==> config.mk <==
export PLATFORM = sky130hd
export DESIGN_NAME = printer_feedback_parser
export DESIGN_NICKNAME = d
export VERILOG_FILES = /design/src/sv/pfp_pkg.sv /design/src/sv/printer_feedback_parser.sv
export SDC_FILE = /design/constraint.sdc
export NUM_CORES = 1
export LEC_CHECK = 0
export BUFFER_PORTS_ARGS = -buffer_cell sky130_fd_sc_hd__buf_2
export CAP_MARGIN = 20
export CORE_MARGIN = 2
export CORE_UTILIZATION = 40
export CTS_CLUSTER_SIZE = 14
export DETAILED_ROUTE_END_ITERATION = 10
export SKIP_CTS_REPAIR_TIMING = 1
export SLEW_MARGIN = 0
export SYNTH_ARGS = -nofsm -noshare
export SYNTH_HDL_FRONTEND = slang
export SYNTH_SLANG_ARGS = --single-unit
==> constraint.sdc <==
create_clock -name clk -period 4.7 [get_ports clk]
set_clock_uncertainty 0.1 [all_clocks]
set_input_delay 0.94 -clock clk [delete_from_list [all_inputs] [get_ports clk]]
set_output_delay 0.94 -clock clk [all_outputs]
set_load 0.02 [all_outputs]
==> src/sv/pfp_pkg.sv <==
// ----------------------------------------------------------------------------
// pfp_pkg
// Shared types, byte codes and match strings for the printer feedback parser.
// ----------------------------------------------------------------------------
`timescale 1ns / 1ps
`default_nettype none

package pfp_pkg;

  // Control bytes from the printer
  localparam logic [7:0] CH_EOT  = 8'h04;
  localparam logic [7:0] CH_TAB  = 8'h09;
  localparam logic [7:0] CH_LF   = 8'h0A;
  localparam logic [7:0] CH_CR   = 8'h0D;
  localparam logic [7:0] CH_XON  = 8'h11;
  localparam logic [7:0] CH_XOFF = 8'h13;

  // Printable ranges: 0x20-0x7E and 0xA0-0xFF
  localparam logic [7:0] CH_PRINT_LO = 8'h20;
  localparam logic [7:0] CH_DEL      = 8'h7F;
  localparam logic [7:0] CH_C1_HI    = 8'h9F;

  // Status prefix and flush message
  localparam int PREFIX_LEN = 12;
  localparam logic [8*PREFIX_LEN-1:0] PREFIX_TEXT = "%%[ status: ";
  localparam int FLUSH_LEN = 62;
  localparam logic [8*FLUSH_LEN-1:0] FLUSH_TEXT =
    "%%[ Flushing: rest of job (to end-of-file) will be ignored ]%%";

  // Longest line length reported
  localparam int LEN_MAX = 255;

  typedef enum logic [2:0] {
    EV_CHAR   = 3'd0,
    EV_LINE   = 3'd1,
    EV_RESUME = 3'd2,
    EV_PAUSE  = 3'd3,
    EV_DONE   = 3'd4
  } event_kind_t;

  typedef enum logic [1:0] {
    CLS_STATUS = 2'd0,
    CLS_MSG    = 2'd1,
    CLS_FLUSH  = 2'd2
  } line_class_t;

  // One result beat
  typedef struct packed {
    event_kind_t kind;
    logic [7:0]  ch;
    logic        present;
    line_class_t cls;
    logic [7:0]  len;
    logic        had;
  } res_t;

  // Character of the status prefix at a position (0 past the end)
  function automatic logic [7:0] prefix_char(input logic [3:0] idx);
    logic [7:0] ch;
    ch = '0;
    for (int i = 0; i < PREFIX_LEN; i++) begin
      if (idx == 4'(i)) ch = PREFIX_TEXT[8*(PREFIX_LEN-1-i) +: 8];
    end
    return ch;
  endfunction

  // Character of the flush message at a position (0 past the end)
  function automatic logic [7:0] flush_char(input logic [5:0] idx);
    logic [7:0] ch;
    ch = '0;
    for (int i = 0; i < FLUSH_LEN; i++) begin
      if (idx == 6'(i)) ch = FLUSH_TEXT[8*(FLUSH_LEN-1-i) +: 8];
    end
    return ch;
  endfunction

endpackage

`default_nettype wire

==> src/sv/printer_feedback_parser.sv <==
// ----------------------------------------------------------------------------
// printer_feedback_parser
// Byte-at-a-time parser for the feedback stream of a serial printer.
// ----------------------------------------------------------------------------
// The block takes one received byte per cycle while rx_stall is low and gives
// at most one registered event beat per byte. Every byte is decoded by
// a single level of compare logic against the line state registers (held
// count, the two running string matches, CR seen, messages seen), so the rate
// is one byte per clock with no gaps while rx_stall is low. Event beats go
// through an output register backed by one skid entry; rx_stall rises only
// when both are full. Bytes that cause no event (garbage, LF after CR,
// characters past the buffer limit) still update state and produce no beat.
`timescale 1ns / 1ps
`default_nettype none

module printer_feedback_parser #(
  parameter int MSG_BUF_LEN = 256
) (
  input  wire logic       clk,
  input  wire logic       rst,
  // receive channel
  input  wire logic       rx_valid,
  output logic            rx_stall,
  input  wire logic [7:0] rx_byte,
  // event channel
  output logic            ev_valid,
  input  wire logic       ev_stall,
  output logic [2:0]      event_kind,
  output logic [7:0]      msg_char,
  output logic            line_present,
  output logic [1:0]      line_class,
  output logic [7:0]      line_length,
  output logic            job_had_messages
);

  localparam int HELD_W = $clog2(MSG_BUF_LEN);

  // line state
  logic [HELD_W-1:0] held_count, held_count_next;
  logic              prefix_match_ok, prefix_match_ok_next;
  logic              flush_match_ok, flush_match_ok_next;
  logic              after_carriage_return, after_carriage_return_next;
  logic              messages_seen, messages_seen_next;

  // output register and skid entry
  pfp_pkg::res_t out_reg, skid_reg, res;
  logic          skid_valid;
  logic          res_has;
  logic          rx_take, out_free;

  // close-line terms
  logic                is_status;
  pfp_pkg::line_class_t close_cls;
  logic [7:0]          close_len;
  logic                seen_after;
  logic                printable;

  assign rx_take  = rx_valid && !skid_valid;
  assign out_free = !ev_valid || !ev_stall;
  assign rx_stall = skid_valid;

  // Classify the line held so far
  always_comb begin
    is_status  = prefix_match_ok && (32'(held_count) >= 32'(pfp_pkg::PREFIX_LEN));
    if (is_status) begin
      close_cls = pfp_pkg::CLS_STATUS;
    end else if (flush_match_ok && (32'(held_count) == 32'(pfp_pkg::FLUSH_LEN))) begin
      close_cls = pfp_pkg::CLS_FLUSH;
    end else begin
      close_cls = pfp_pkg::CLS_MSG;
    end
    if (32'(held_count) > 32'(pfp_pkg::LEN_MAX)) begin
      close_len = 8'(pfp_pkg::LEN_MAX);
    end else begin
      close_len = 8'(32'(held_count));
    end
    seen_after = messages_seen || !is_status;
    printable  = (rx_byte == pfp_pkg::CH_TAB) ||
                 ((rx_byte >= pfp_pkg::CH_PRINT_LO) &&
                  !((rx_byte >= pfp_pkg::CH_DEL) && (rx_byte <= pfp_pkg::CH_C1_HI)));
  end

  // Byte decode and next state
  always_comb begin
    res                        = '0;
    res.kind                   = pfp_pkg::EV_CHAR;
    res.cls                    = pfp_pkg::CLS_STATUS;
    res.had                    = messages_seen;
    res_has                    = 1'b0;
    held_count_next            = held_count;
    prefix_match_ok_next       = prefix_match_ok;
    flush_match_ok_next        = flush_match_ok;
    after_carriage_return_next = after_carriage_return;
    messages_seen_next         = messages_seen;

    unique case (rx_byte)
      pfp_pkg::CH_EOT: begin
        res_has  = 1'b1;
        res.kind = pfp_pkg::EV_DONE;
        if (held_count != '0) begin
          res.present = 1'b1;
          res.cls     = close_cls;
          res.len     = close_len;
          res.had     = seen_after;
        end
        // new job
        held_count_next            = '0;
        prefix_match_ok_next       = 1'b1;
        flush_match_ok_next        = 1'b1;
        after_carriage_return_next = 1'b0;
        messages_seen_next         = 1'b0;
      end
      pfp_pkg::CH_LF, pfp_pkg::CH_CR: begin
        if (rx_byte == pfp_pkg::CH_LF && after_carriage_return) begin
          // LF of a CR LF pair
          after_carriage_return_next = 1'b0;
        end else begin
          res_has     = 1'b1;
          res.kind    = pfp_pkg::EV_LINE;
          res.present = 1'b1;
          res.cls     = close_cls;
          res.len     = close_len;
          res.had     = seen_after;
          messages_seen_next         = seen_after;
          held_count_next            = '0;
          prefix_match_ok_next       = 1'b1;
          flush_match_ok_next        = 1'b1;
          after_carriage_return_next = (rx_byte == pfp_pkg::CH_CR);
        end
      end
      pfp_pkg::CH_XON: begin
        res_has  = 1'b1;
        res.kind = pfp_pkg::EV_RESUME;
      end
      pfp_pkg::CH_XOFF: begin
        res_has  = 1'b1;
        res.kind = pfp_pkg::EV_PAUSE;
      end
      default: begin
        after_carriage_return_next = 1'b0;
        if (printable && (held_count < HELD_W'(MSG_BUF_LEN - 1))) begin
          if ((32'(held_count) < 32'(pfp_pkg::PREFIX_LEN)) &&
              (rx_byte != pfp_pkg::prefix_char(held_count[3:0]))) begin
            prefix_match_ok_next = 1'b0;
          end
          if ((32'(held_count) >= 32'(pfp_pkg::FLUSH_LEN)) ||
              (rx_byte != pfp_pkg::flush_char(held_count[5:0]))) begin
            flush_match_ok_next = 1'b0;
          end
          held_count_next = held_count + 1'b1;
          res_has  = 1'b1;
          res.kind = pfp_pkg::EV_CHAR;
          res.ch   = rx_byte;
        end
      end
    endcase
  end

  // Line state registers
  always_ff @(posedge clk) begin
    if (rst) begin
      held_count            <= '0;
      prefix_match_ok       <= 1'b1;
      flush_match_ok        <= 1'b1;
      after_carriage_return <= 1'b0;
      messages_seen         <= 1'b0;
    end else if (rx_take) begin
      held_count            <= held_count_next;
      prefix_match_ok       <= prefix_match_ok_next;
      flush_match_ok        <= flush_match_ok_next;
      after_carriage_return <= after_carriage_return_next;
      messages_seen         <= messages_seen_next;
    end
  end

  // Output register with skid entry
  always_ff @(posedge clk) begin
    if (rst) begin
      ev_valid   <= 1'b0;
      skid_valid <= 1'b0;
    end else if (skid_valid) begin
      if (out_free) begin
        ev_valid   <= 1'b1;
        skid_valid <= 1'b0;
      end
    end else if (rx_take && res_has) begin
      if (out_free) begin
        ev_valid <= 1'b1;
      end else begin
        skid_valid <= 1'b1;
      end
    end else if (out_free) begin
      ev_valid <= 1'b0;
    end
  end

  // Payload, no reset
  always_ff @(posedge clk) begin
    if (skid_valid) begin
      if (out_free) out_reg <= skid_reg;
    end else if (rx_take && res_has) begin
      if (out_free) begin
        out_reg <= res;
      end else begin
        skid_reg <= res;
      end
    end
  end

  assign event_kind       = out_reg.kind;
  assign msg_char         = out_reg.ch;
  assign line_present     = out_reg.present;
  assign line_class       = out_reg.cls;
  assign line_length      = out_reg.len;
  assign job_had_messages = out_reg.had;

endmodule

`default_nettype wire

# Yosys cells after proc, flatten, opt, wreduce, memory -nomap -nowiden
# Cells that the tools add are included.
# classes
n_addsub	1
order_cmp	7
eq_ne	82
n_mux	115
bitwise	3
n_reduce_logical	38
# ops
operator	count
8-bit 2-to-1 mux	80
6-bit equality test (second input constant)	30
6-bit by 5-bit equality test with 1-bit output (second input constant)	16
23-bit 2-to-1 mux	4
6-bit by 4-bit equality test with 1-bit output (second input constant)	8
6-bit by 3-bit equality test with 1-bit output (second input constant)	4
8-bit by 4-bit equality test with 1-bit output (second input constant)	3
12-bit 2-to-1 mux	2
12-bit one-hot mux with 2 select lines	1
8-bit one-hot mux with 3 select lines	1
1-bit 2-to-1 mux	17
4-bit by 3-bit equality test with 1-bit output (second input constant)	4
4-bit equality test (second input constant)	4
8-bit by 5-bit equality test with 1-bit output (second input constant)	2
8-bit by 6-bit >= comparator with 1-bit output (second input constant)	2
8-bit != test	2
6-bit by 2-bit equality test with 1-bit output (second input constant)	2
6-bit 2-to-1 mux	2
3-bit one-hot mux with 4 select lines	1
3-bit nonzero test	4
5-bit AND reduction	2
1-bit logical AND	9
8-bit by 1-bit adder with 8-bit output (second input constant)	1
4-bit by 2-bit equality test with 1-bit output (second input constant)	2
other kinds (26)	43
# word_totals
reg_bits	60
out_inout_bits	25
elab_cells	265

# Longest topological paths before layout
# Gate-level depths: netlist of the first run.
# depth
word_depth	70
ltp_mapped	13

# Worst setup path after synthesis of the first run
# OpenSTA, ideal clock, no wires.
# synth_path
path_kind	input -> register
start	input port rx_byte[4]
end	register out_reg, in the netlist event_kind[0], enable pin
arrival_time_ns	3.489
t_required_ns	4.189
path_slack_ns	0.700
stages	7
n_path_buf	1
cell_sequence	buf_2 -> or4b_2 -> nor3_1 -> o21a_1 -> or3_1 -> a21oi_1 -> a21oi_1
# synth_via
elab_chain_len	11
word_cells_on_any_way	23
# synth_lines
item	line	text
start, declared	printer_feedback_parser.sv:24	input wire logic [7:0] rx_byte,
8-bit by 7-bit >= comparator with 1-bit output / 8-bit <= comparator (equally long branches)	printer_feedback_parser.sv:80	!((rx_byte >= pfp_pkg::CH_DEL) && (rx_byte <= pfp_pkg::CH_C1_HI)));
1-bit logical AND	printer_feedback_parser.sv:80	
1-bit logical NOT	printer_feedback_parser.sv:80	
1-bit logical AND	printer_feedback_parser.sv:79	((rx_byte >= pfp_pkg::CH_PRINT_LO) &&
1-bit logical OR	printer_feedback_parser.sv:78	printable = (rx_byte == pfp_pkg::CH_TAB) ||
1-bit logical AND	printer_feedback_parser.sv:141	if (printable && (held_count < HELD_W'(MSG_BUF_LEN - 1))) begin
1-bit 2-to-1 mux	printer_feedback_parser.sv:141	
1-bit one-hot mux with 2 select lines *	printer_feedback_parser.sv:96	unique case (rx_byte)
1-bit logical AND *	printer_feedback_parser.sv:201	end else if (rx_take && res_has) begin
2-bit nonzero test (no line) *	--	
2-bit AND reduction (no line) *	--	
end signal, assigned	printer_feedback_parser.sv:200	if (out_free) out_reg <= skid_reg;
end signal, assigned	printer_feedback_parser.sv:203	out_reg <= res;
end, declared	printer_feedback_parser.sv:46	pfp_pkg::res_t out_reg, skid_reg, res;
# Mark *: on every way between the ends. The rest lies on a longest branch, timed or not.
# A chain may end at the register's enable or synchronous reset.

# Worst setup path in the final report of the first run
# layout_path
start	register held_count[0], in the netlist close_len[0]
end	register flush_match_ok
# layout_via
elab_chain_len	69
word_cells_on_any_way	134
# layout_lines
item	line	text
start, declared	printer_feedback_parser.sv:39	logic [HELD_W-1:0] held_count, held_count_next;
start signal, assigned	printer_feedback_parser.sv:168	held_count <= held_count_next;
6-bit logical NOT	pfp_pkg.sv:72	if (idx == 6'(i)) ch = FLUSH_TEXT[8*(FLUSH_LEN-1-i) +: 8];
6-bit 2-to-1 mux	pfp_pkg.sv:72	
8-bit 2-to-1 mux (61 in a row)	pfp_pkg.sv:72	
8-bit 2-to-1 mux	printer_feedback_parser.sv:141	
8-bit 2-to-1 mux	printer_feedback_parser.sv:96	
8-bit != test	printer_feedback_parser.sv:147	(rx_byte != pfp_pkg::flush_char(held_count[5:0]))) begin
1-bit logical OR	printer_feedback_parser.sv:146	if ((32'(held_count) >= 32'(pfp_pkg::FLUSH_LEN)) ||
3-bit nonzero test (no line)	--	
5-bit AND reduction (no line) *	--	
end signal, assigned	printer_feedback_parser.sv:170	flush_match_ok <= flush_match_ok_next;
end, declared	printer_feedback_parser.sv:41	logic flush_match_ok, flush_match_ok_next;
# Mark *: on every way between the ends. The rest lies on a longest branch, timed or not. The select of a mux whose other input is x is not followed.

==> summary.txt, run 1 <==
Place
  • IO Port Bufs: 36
  • Placer Congestion: 1.02
  • DP Cell Count: 671
  • DP HPWL: 9310 um

Routing
  • DRC: 0
  • Via density: 6.35
  • DRT iter0 DRCs: 634
  • DR pass1 iterations: 5
  • Vias: 4,370
  • Antenna Violating Nets Remaining: 0
  • Avg WL per Cell: 19.6 um
  • Final WL: 13,500 um

Layout
  • Finished Layout Cells: 688
  • Nets: 556
  • Largest register FFs: 23
  • Share of cells above drive strength 1: 0.206
  • Commonest non-fill, non-tap cell in the layout: edfxtp_1
  • Antenna Cells: 0
  • Area Overhead vs Synth: 11.3%
  • Most frequent cells in the layout: 46 x edfxtp_1, 41 x a21oi_1, 40 x nor2_1
  • Final core utilization: 0.455
  • Fillcell total: 1,082

Clock tree
  • CTS tree: done
  • Clk root buf: clkbuf_16
  • CTS Buf Count: 9
  • CTS H-tree lvls: 3
  • Clock Path Buffers: 2
  • Skew-Pair Late Insertion Delay: 330 ps
  • Worst-path clk slew: 50 ps
  • CTS sink cnt: 60

Power
  • P per Cell Area: 295 nW/um^2
  • Clock share of power: 0.454
  • Leakage: 1.87 nW
  • P_int: 1.14 mW
  • Net switching power: 0.390 mW
  • Flop pwr share: 0.393
  • Combinational power share: 0.153
  • Sw frac: 0.255
  • Peak supply drop: 341 uV

Synthesis
  • Post-Syn Nets: 542
  • Post-synth ARST share: 0
  • Post-synth EDFFs: 46
  • Avg Cell Area, Syn: 8.84 um^2
  • Post-Synthesis Cells: 526
  • Register area share after synthesis: 0.357
  • Netlist cell types: 81
  • Cell area after synthesis: 4650 um^2
  • Top FF cell, synth: edfxtp_1
  • Number of synthesized register bits: 60
  • Syn. warnings: 0

STA
  • TNS Setup: 0 ps
  • Slew HR: 0.381
  • Final Setup Violations: 0
  • Final slew viol count: 0
  • RSZ-0062 raised after global routing: no
  • Min Hold Slack: 362 ps
  • Worst slew pin tran: 921 ps
  • FMAX: 273 MHz
  • Hold Vio Cnt, Final: 0
  • Period utilisation layout: 0.779
  • Fin crit period: 3660 ps

Worst setup path
  • Worst Path Required: 4850 ps
  • Crit path DAT: 3810 ps
  • FF-to-FF path depth: 10
  • Crit path launch: close_len[0]
  • Worst Path Max Fanout: 16
  • Setup CP Type: reg2reg
  • R2R Setup Slk: 1040 ps
  • Capture point of the worst reg-to-reg path: flush_match_ok
  • Worst r2r src: close_len[0]
  • Worst setup EP type: flip-flop
  • Critical Path Source Type: flip-flop

Worst hold path
  • Worst Hold Class: reg2reg
  • Hold_sp: prefix_match_ok
  • Hold depth: 1
  • Worst Hold End: prefix_match_ok

Global routing
  • GR Util All Layers: 0.214
  • Remaining Overflow, GRT: 0
  • Largest net degree at the start of global routing: 61
  • Initial antenna violation count: 0
  • Number of global-route vias before repair: 4,039
  • First-pass GRT wire length: 21,700 um

Job
  • Max-cap violations: 0

Floorplanning
  • Die Span Y: 112 um
  • Die X: 112 um
  • # rows: 39
  • CORE AREA: 11,400 um^2
  • # IOs: 37
  • Initial cell density of the core: 0.409
  • Die area: 12,500 um^2

Run status
  • Outcome: completed
-- cell families (layout without fill, tap and decap cells) --
family / Yosys count / in the layout / synth area share
compound gates: 155 / 155 / 0.223
xor+xnor: 16 / 16 / 0.0301
flops: 60 / 60 / 0.357
mux: 29 / 29 / 0.0686
buf+inv: 63 / 82 / 0.0724
fa+ha+maj: 4 / 4 / 0.0108
simple gates: 199 / 199 / 0.238
-- worst max-delay path by stage --
stage,end,cells past startpoint
6_report,flush_match_ok,10
5_1_grt,flush_match_ok,10
4_1_cts,flush_match_ok,10
3_5_place_dp,skid_reg[1],6
3_3_place_gp,skid_reg[5],6
2_1_floorplan,event_kind[0],7
-- power by group through the flow --
stage | combinational [mW] | clock [mW] | sequential [mW]
finish | 0.234 | 0.694 | 0.601
global route | 0.252 | 0.727 | 0.602
CTS | 0.229 | 0.705 | 0.601
detailed placement | 0.228 | 0 | 0.611
global placement | 0.227 | 0 | 0.611
floorplan | 0.150 | 0 | 0.629
-- routing by layer --
metal  routed length [um]  GRT usage  up-vias
li1                     -          -     1996
met1                 5740      0.299     2075
met2                 6000      0.322      260
met3                 1290     0.0479       39
met4                  430     0.0889        0
met5                    0          0        -
-- final cells by class --
type,count,area [um^2],share of cell area
multi-input cells,403,2660,0.513
flip-flops and latches,60,1660,0.321
repair buffers,53,315,0.0609
clock buffers,9,225,0.0435
well taps,143,179,0.0346
clock inverters,7,90.1,0.0174
inverters,13,48.8,0.00943
-- metrics by stage --
stage | setup WS [ps] | area, um^2 | total power, mW
after detailed placement | 945 | 4850 | 0.840
after floorplan | 700 | 4650 | 0.779
after global routing | 850 | 5180 | 1.58
after global placement | 997 | 4850 | 0.838
after CTS | 1140 | 5160 | 1.53
final | 1040 | 5180 | 1.53
-- worst max-delay path: stages, from the launching register on --
cell and delay (ps):
dfxtp_1 380, inv_1 160, ha_1 630, nor2_2 240, o21ai_0 310, a31oi_1 130
o22a_1 250, o32ai_1 500, xor2_1 110, or4_1 550, o31ai_2 230
-- synth_stat cells, types with 5 or more instances --
master / number / area, um^2
nand3_1: 18 / 90.1
inv_1: 12 / 45.0
a211oi_1: 5 / 37.5
edfxtp_1: 46 / 1380
nor2b_1: 12 / 75.1
nor2_1: 40 / 150
buf_2: 23 / 115
nand4_1: 6 / 37.5
buf_4: 9 / 67.6
a31oi_1: 10 / 62.6
o21bai_1: 7 / 52.6
and2_1: 18 / 113
o31ai_1: 9 / 67.6
nor3_1: 16 / 80.1
nand2b_1: 9 / 56.3
buf_6: 5 / 56.3
nand2_1: 31 / 116
nor4_1: 6 / 37.5
mux2i_1: 6 / 60.1
o21ai_0: 26 / 130
dfxtp_1: 14 / 280
mux2_2: 23 / 259
xor2_1: 6 / 52.6
a21oi_1: 42 / 210
xnor2_1: 10 / 87.6
clkbuf_1: 13 / 48.8
No activity file was read; power rests on OpenSTA's default activity.
==> inputs of run 2 (changes only) <==
==> constraint.sdc (replaced) <==
create_clock -name clk -period 3.1 [get_ports clk]
set_clock_uncertainty 0.1 [all_clocks]
set_input_delay 0.62 -clock clk [delete_from_list [all_inputs] [get_ports clk]]
set_output_delay 0.62 -clock clk [all_outputs]
set_load 0.02 [all_outputs]
==> summary.txt, run 2 (same netlist as run 1, synthesis figures left out) <==
Worst setup path
  • Most used cell, CP: or4b_4
  • R2R Setup Slk: -30 ps
  • Critical Path Source Type: flip-flop
  • Crit path DAT: 3280 ps
  • Critical-path top delay cell: or4b_4
  • Setup CP Type: reg2reg
  • Crit path cell chain: buf_6 -> ha_4 -> buf_8 -> or3b_4 -> o311ai_4 -> and2_4 -> o2111ai_4 -> or4b_4 -> nand3b_1 -> or4b_4 -> o31ai_4
  • Worst Path Max Fanout: 5
  • Worst Path Required: 3250 ps
  • Critical Path Max Stage Delay: 570 ps
  • Worst setup EP type: flip-flop

Routing
  • Antenna Violating Nets Remaining: 0
  • Avg WL per Cell: 21.1 um
  • DRT iter0 DRCs: 464
  • Final WL: 16,300 um
  • Vias: 4,737
  • DR pass1 iterations: 5
  • DRC: 0
  • Via density: 6.12

Layout
  • Share of cells above drive strength 1: 0.350
  • Most frequent cells in the layout: 93 x buf_4, 46 x edfxtp_1, 41 x a21oi_1
  • Fillcell total: 1,017
  • Nets: 642
  • Commonest non-fill, non-tap cell in the layout: buf_4
  • Antenna Cells: 0
  • Largest register FFs: 23
  • Area Overhead vs Synth: 30.9%

Global routing
  • Number of global-route vias before repair: 4,624
  • GR Util All Layers: 0.255
  • First-pass GRT wire length: 25,200 um
  • Initial antenna violation count: 0
  • Largest net degree at the start of global routing: 42
  • Remaining Overflow, GRT: 0

STA
  • Hold Vio Cnt, Final: 0
  • Final slew viol count: 0
  • Slew HR: 0.668
  • PnR worst setup slack: -28.0 ps
  • FMAX: 320 MHz
  • Fin crit period: 3130 ps
  • RSZ-0062 raised after global routing: yes
  • Worst slew pin tran: 493 ps
  • TNS Setup: -28.0 ps
  • Period utilisation layout: 1.01
  • Final Setup Violations: 1

Worst hold path
  • Worst Hold Class: reg2reg

Place
  • IO Port Bufs: 36
  • DP HPWL: 12,000 um
  • Placer Congestion: 1.07

Job
  • Max-cap violations: 0

Clock tree
  • CTS Buf Count: 9
  • Skew-Pair Late Insertion Delay: 330 ps
  • Clk root buf: clkbuf_16
  • Clock Path Buffers: 2
  • CTS tree: done
  • CTS sink cnt: 60
  • Worst-path clk slew: 60 ps
  • CTS H-tree lvls: 3

Power
  • Overall Power: 2.45 mW
  • Leakage: 2.35 nW
  • P per Cell Area: 403 nW/um^2
  • Peak supply drop: 496 uV

Floorplanning
  • # rows: 39
  • Initial cell density of the core: 0.409
  • Die Span Y: 112 um
  • # IOs: 37
  • Die area: 12,500 um^2
  • Die X: 112 um
  • CORE AREA: 11,400 um^2

Run status
  • Outcome: finished, violations left
  • Failing checks: setup timing
## run 2: changes by cell type in the layout (fill, tap and decap cells not counted), moves of 3 or more
cell	before	now
dfxtp_4	0	3
buf_6	0	3
buf_4	16	93
ha_1	4	0
buf_12	0	5
ha_4	0	4
dfxtp_1	13	10
## run 2: report_power, final
part	total, mW	switching [mW]	internal (mW)
Combinational	0.482	0.269	0.213
Sequential	0.910	0.0128	0.898
Clock	1.06	0.357	0.703
## run 2: through the flow
stage               cell area [um^2]   util  setup slack (ps)  instances  hold slack [ps]
floorplan                       4660      -              68.2        526              335
global placement                5510  0.485              -277        750              343
detailed placement              5510  0.485              -189        750              358
CTS                             5830  0.512              -223        766              371
global route                    6090  0.535              -109        774              380
finish                          6090  0.535             -28.0        774              375
## run 2: area by class of cell
class	count	area, um^2	area share
Inverter	13	51.3	0.00843
Clock buffer	10	229	0.0376
Multi-Input combinational cell	403	2810	0.462
Timing Repair Buffer	139	1050	0.173
Clock inverter	6	87.6	0.0144
Sequential cell	60	1670	0.275
Tap cell	143	179	0.0294
## run 2: final timing paths
check                   from         endpoint  cells past startpoint
min          prefix_match_ok  prefix_match_ok                      1
max             close_len[0]   flush_match_ok                     11
max reg2reg     close_len[0]   flush_match_ok                     11
min reg2reg  prefix_match_ok  prefix_match_ok                      1
## run 2: critical path, delay by kind of cell (launching register included)
| family | cells | cell delay, ps |
|---|---|---|
| AND/OR/NAND/NOR | 5 | 1760 |
| buffers and inverters | 2 | 260 |
| flip-flops | 1 | 370 |
| AO/OA/AOI/OAI | 3 | 390 |
| adder cells (fa/ha/maj) | 1 | 170 |
## run 2: per-layer routing
metal,GRT usage,routed length (um),vias up,part of all wire
met5,0,0,-,0
met2,0.398,7600,239,0.47
met3,0.0446,1080,49,0.066
met1,0.337,6870,2283,0.42
met4,0.139,744,0,0.046
li1,-,-,2166,-
==> inputs of run 3 (changes only) <==
==> constraint.sdc (replaced) <==
create_clock -name clk -period 3.3 [get_ports clk]
set_clock_uncertainty 0.1 [all_clocks]
set_input_delay 0.66 -clock clk [delete_from_list [all_inputs] [get_ports clk]]
set_output_delay 0.66 -clock clk [all_outputs]
set_load 0.02 [all_outputs]
==> summary.txt, run 3 (same netlist as run 1, synthesis figures left out) <==
Routing
  • DRC: 0
  • DRT iter0 DRCs: 459
  • Antenna Violating Nets Remaining: 0
  • Final WL: 15,700 um
  • Vias: 4,571
  • Via density: 6.05
  • Avg WL per Cell: 20.8 um
  • DR pass1 iterations: 4

STA
  • Period utilisation layout: 0.959
  • PnR worst setup slack: 136 ps
  • Worst slew pin tran: 577 ps
  • Fin crit period: 3160 ps
  • Final slew viol count: 0
  • TNS Setup: 0 ps
  • Final Setup Violations: 0
  • FMAX: 316 MHz
  • Hold Vio Cnt, Final: 0
  • RSZ-0062 raised after global routing: no
  • Slew HR: 0.615

Global routing
  • Remaining Overflow, GRT: 0
  • First-pass GRT wire length: 25,300 um
  • GR Util All Layers: 0.253
  • Largest net degree at the start of global routing: 34
  • Initial antenna violation count: 0
  • Number of global-route vias before repair: 4,457

Worst setup path
  • Crit path cell chain: buf_4 -> ha_1 -> buf_6 -> buf_4 -> nor3b_2 -> o21bai_1 -> nand2_1 -> a31oi_1 -> nor4_1 -> mux2_2 -> or4_1 -> o31ai_2
  • Worst Path Max Fanout: 10
  • Critical Path Source Type: flip-flop
  • Number of buffers and inverters on the critical path: 3
  • Critical-path top delay cell: or4_1
  • Crit-path leading delay family: simple AND/OR/NAND/NOR gates
  • Crit path DAT: 3300 ps
  • Worst setup EP type: flip-flop
  • Critical Path Max Stage Delay: 540 ps
  • Worst Path Required: 3440 ps
  • Setup CP Type: reg2reg
  • Most used cell, CP: buf_4

Run status
  • Outcome: completed

Clock tree
  • Skew-Pair Late Insertion Delay: 320 ps
  • Worst-path clk slew: 50 ps
  • CTS sink cnt: 60
  • CTS Buf Count: 9
  • Clock Path Buffers: 2
  • CTS tree: done
  • CTS H-tree lvls: 3
  • Clk root buf: clkbuf_16

Layout
  • Share of cells above drive strength 1: 0.307
  • Area Overhead vs Synth: 24.0%
  • Fillcell total: 1,064
  • Multi-input logic area: 2700 um^2
  • Nets: 623
  • Antenna Cells: 0
  • Sequential cell area: 1660 um^2
  • Commonest non-fill, non-tap cell in the layout: buf_4
  • Most frequent cells in the layout: 75 x buf_4, 46 x edfxtp_1, 40 x a21oi_1
  • Finished Layout Cells: 755
  • Largest register FFs: 23

Power
  • P per Cell Area: 364 nW/um^2
  • Leakage: 2.19 nW
  • Peak supply drop: 362 uV

Place
  • DP HPWL: 11,600 um
  • Setup WS pre-CTS: 60.9 ps
  • IO Port Bufs: 36
  • Placer Congestion: 1.05
  • DP Cell Count: 736

Floorplanning
  • Die X: 112 um
  • # IOs: 37
  • # rows: 39
  • Initial cell density of the core: 0.409
  • Die area: 12,500 um^2
  • CORE AREA: 11,400 um^2
  • Die Span Y: 112 um

Job
  • Max-cap violations: 0

Worst hold path
  • Worst Hold Class: reg2reg
[run 3: path summary, 6_finish.rpt]
kind                                       from         endpoint  slack [ps]  depth (start not counted)
worst max-delay path               close_len[1]   flush_match_ok         140                         12
worst min-delay path            prefix_match_ok  prefix_match_ok         370                          1
worst max register to register     close_len[1]   flush_match_ok         140                         12
worst min register to register  prefix_match_ok  prefix_match_ok         370                          1
[run 3: area by class of cell]
| cell class | count | area share |
|---|---|---|
| clock inverters | 5 | 0.00651 |
| clock buffers | 11 | 0.0404 |
| flip-flops and latches | 60 | 0.289 |
| well taps | 143 | 0.0310 |
| repair buffers | 120 | 0.157 |
| multi-input cells | 403 | 0.468 |
| inverters | 13 | 0.00846 |
[run 3: per-layer routing]
metal  vias to the layer above  GRT usage  part of all wire
met5                         -          0                 0
met4                         0     0.0757             0.024
met3                        34     0.0381             0.073
met2                       238      0.415              0.47
met1                      2176      0.347              0.44
li1                       2123          -                 -
[run 3: metrics by stage]
step	area, um^2	power (mW)	util	hold slack, ps
floorplan	4650	1.11	-	335
global route	5770	2.19	0.507	400
CTS	5690	2.10	0.501	372
detailed placement	5420	1.27	0.477	359
finish	5770	2.10	0.507	373
global placement	5420	1.27	0.477	344
[run 3: power breakdown]
part           internal, mW  leakage (nW)  switching, mW
logic                 0.173          1.53          0.238
clock network         0.510         0.126          0.324
registers             0.845         0.537        0.00901
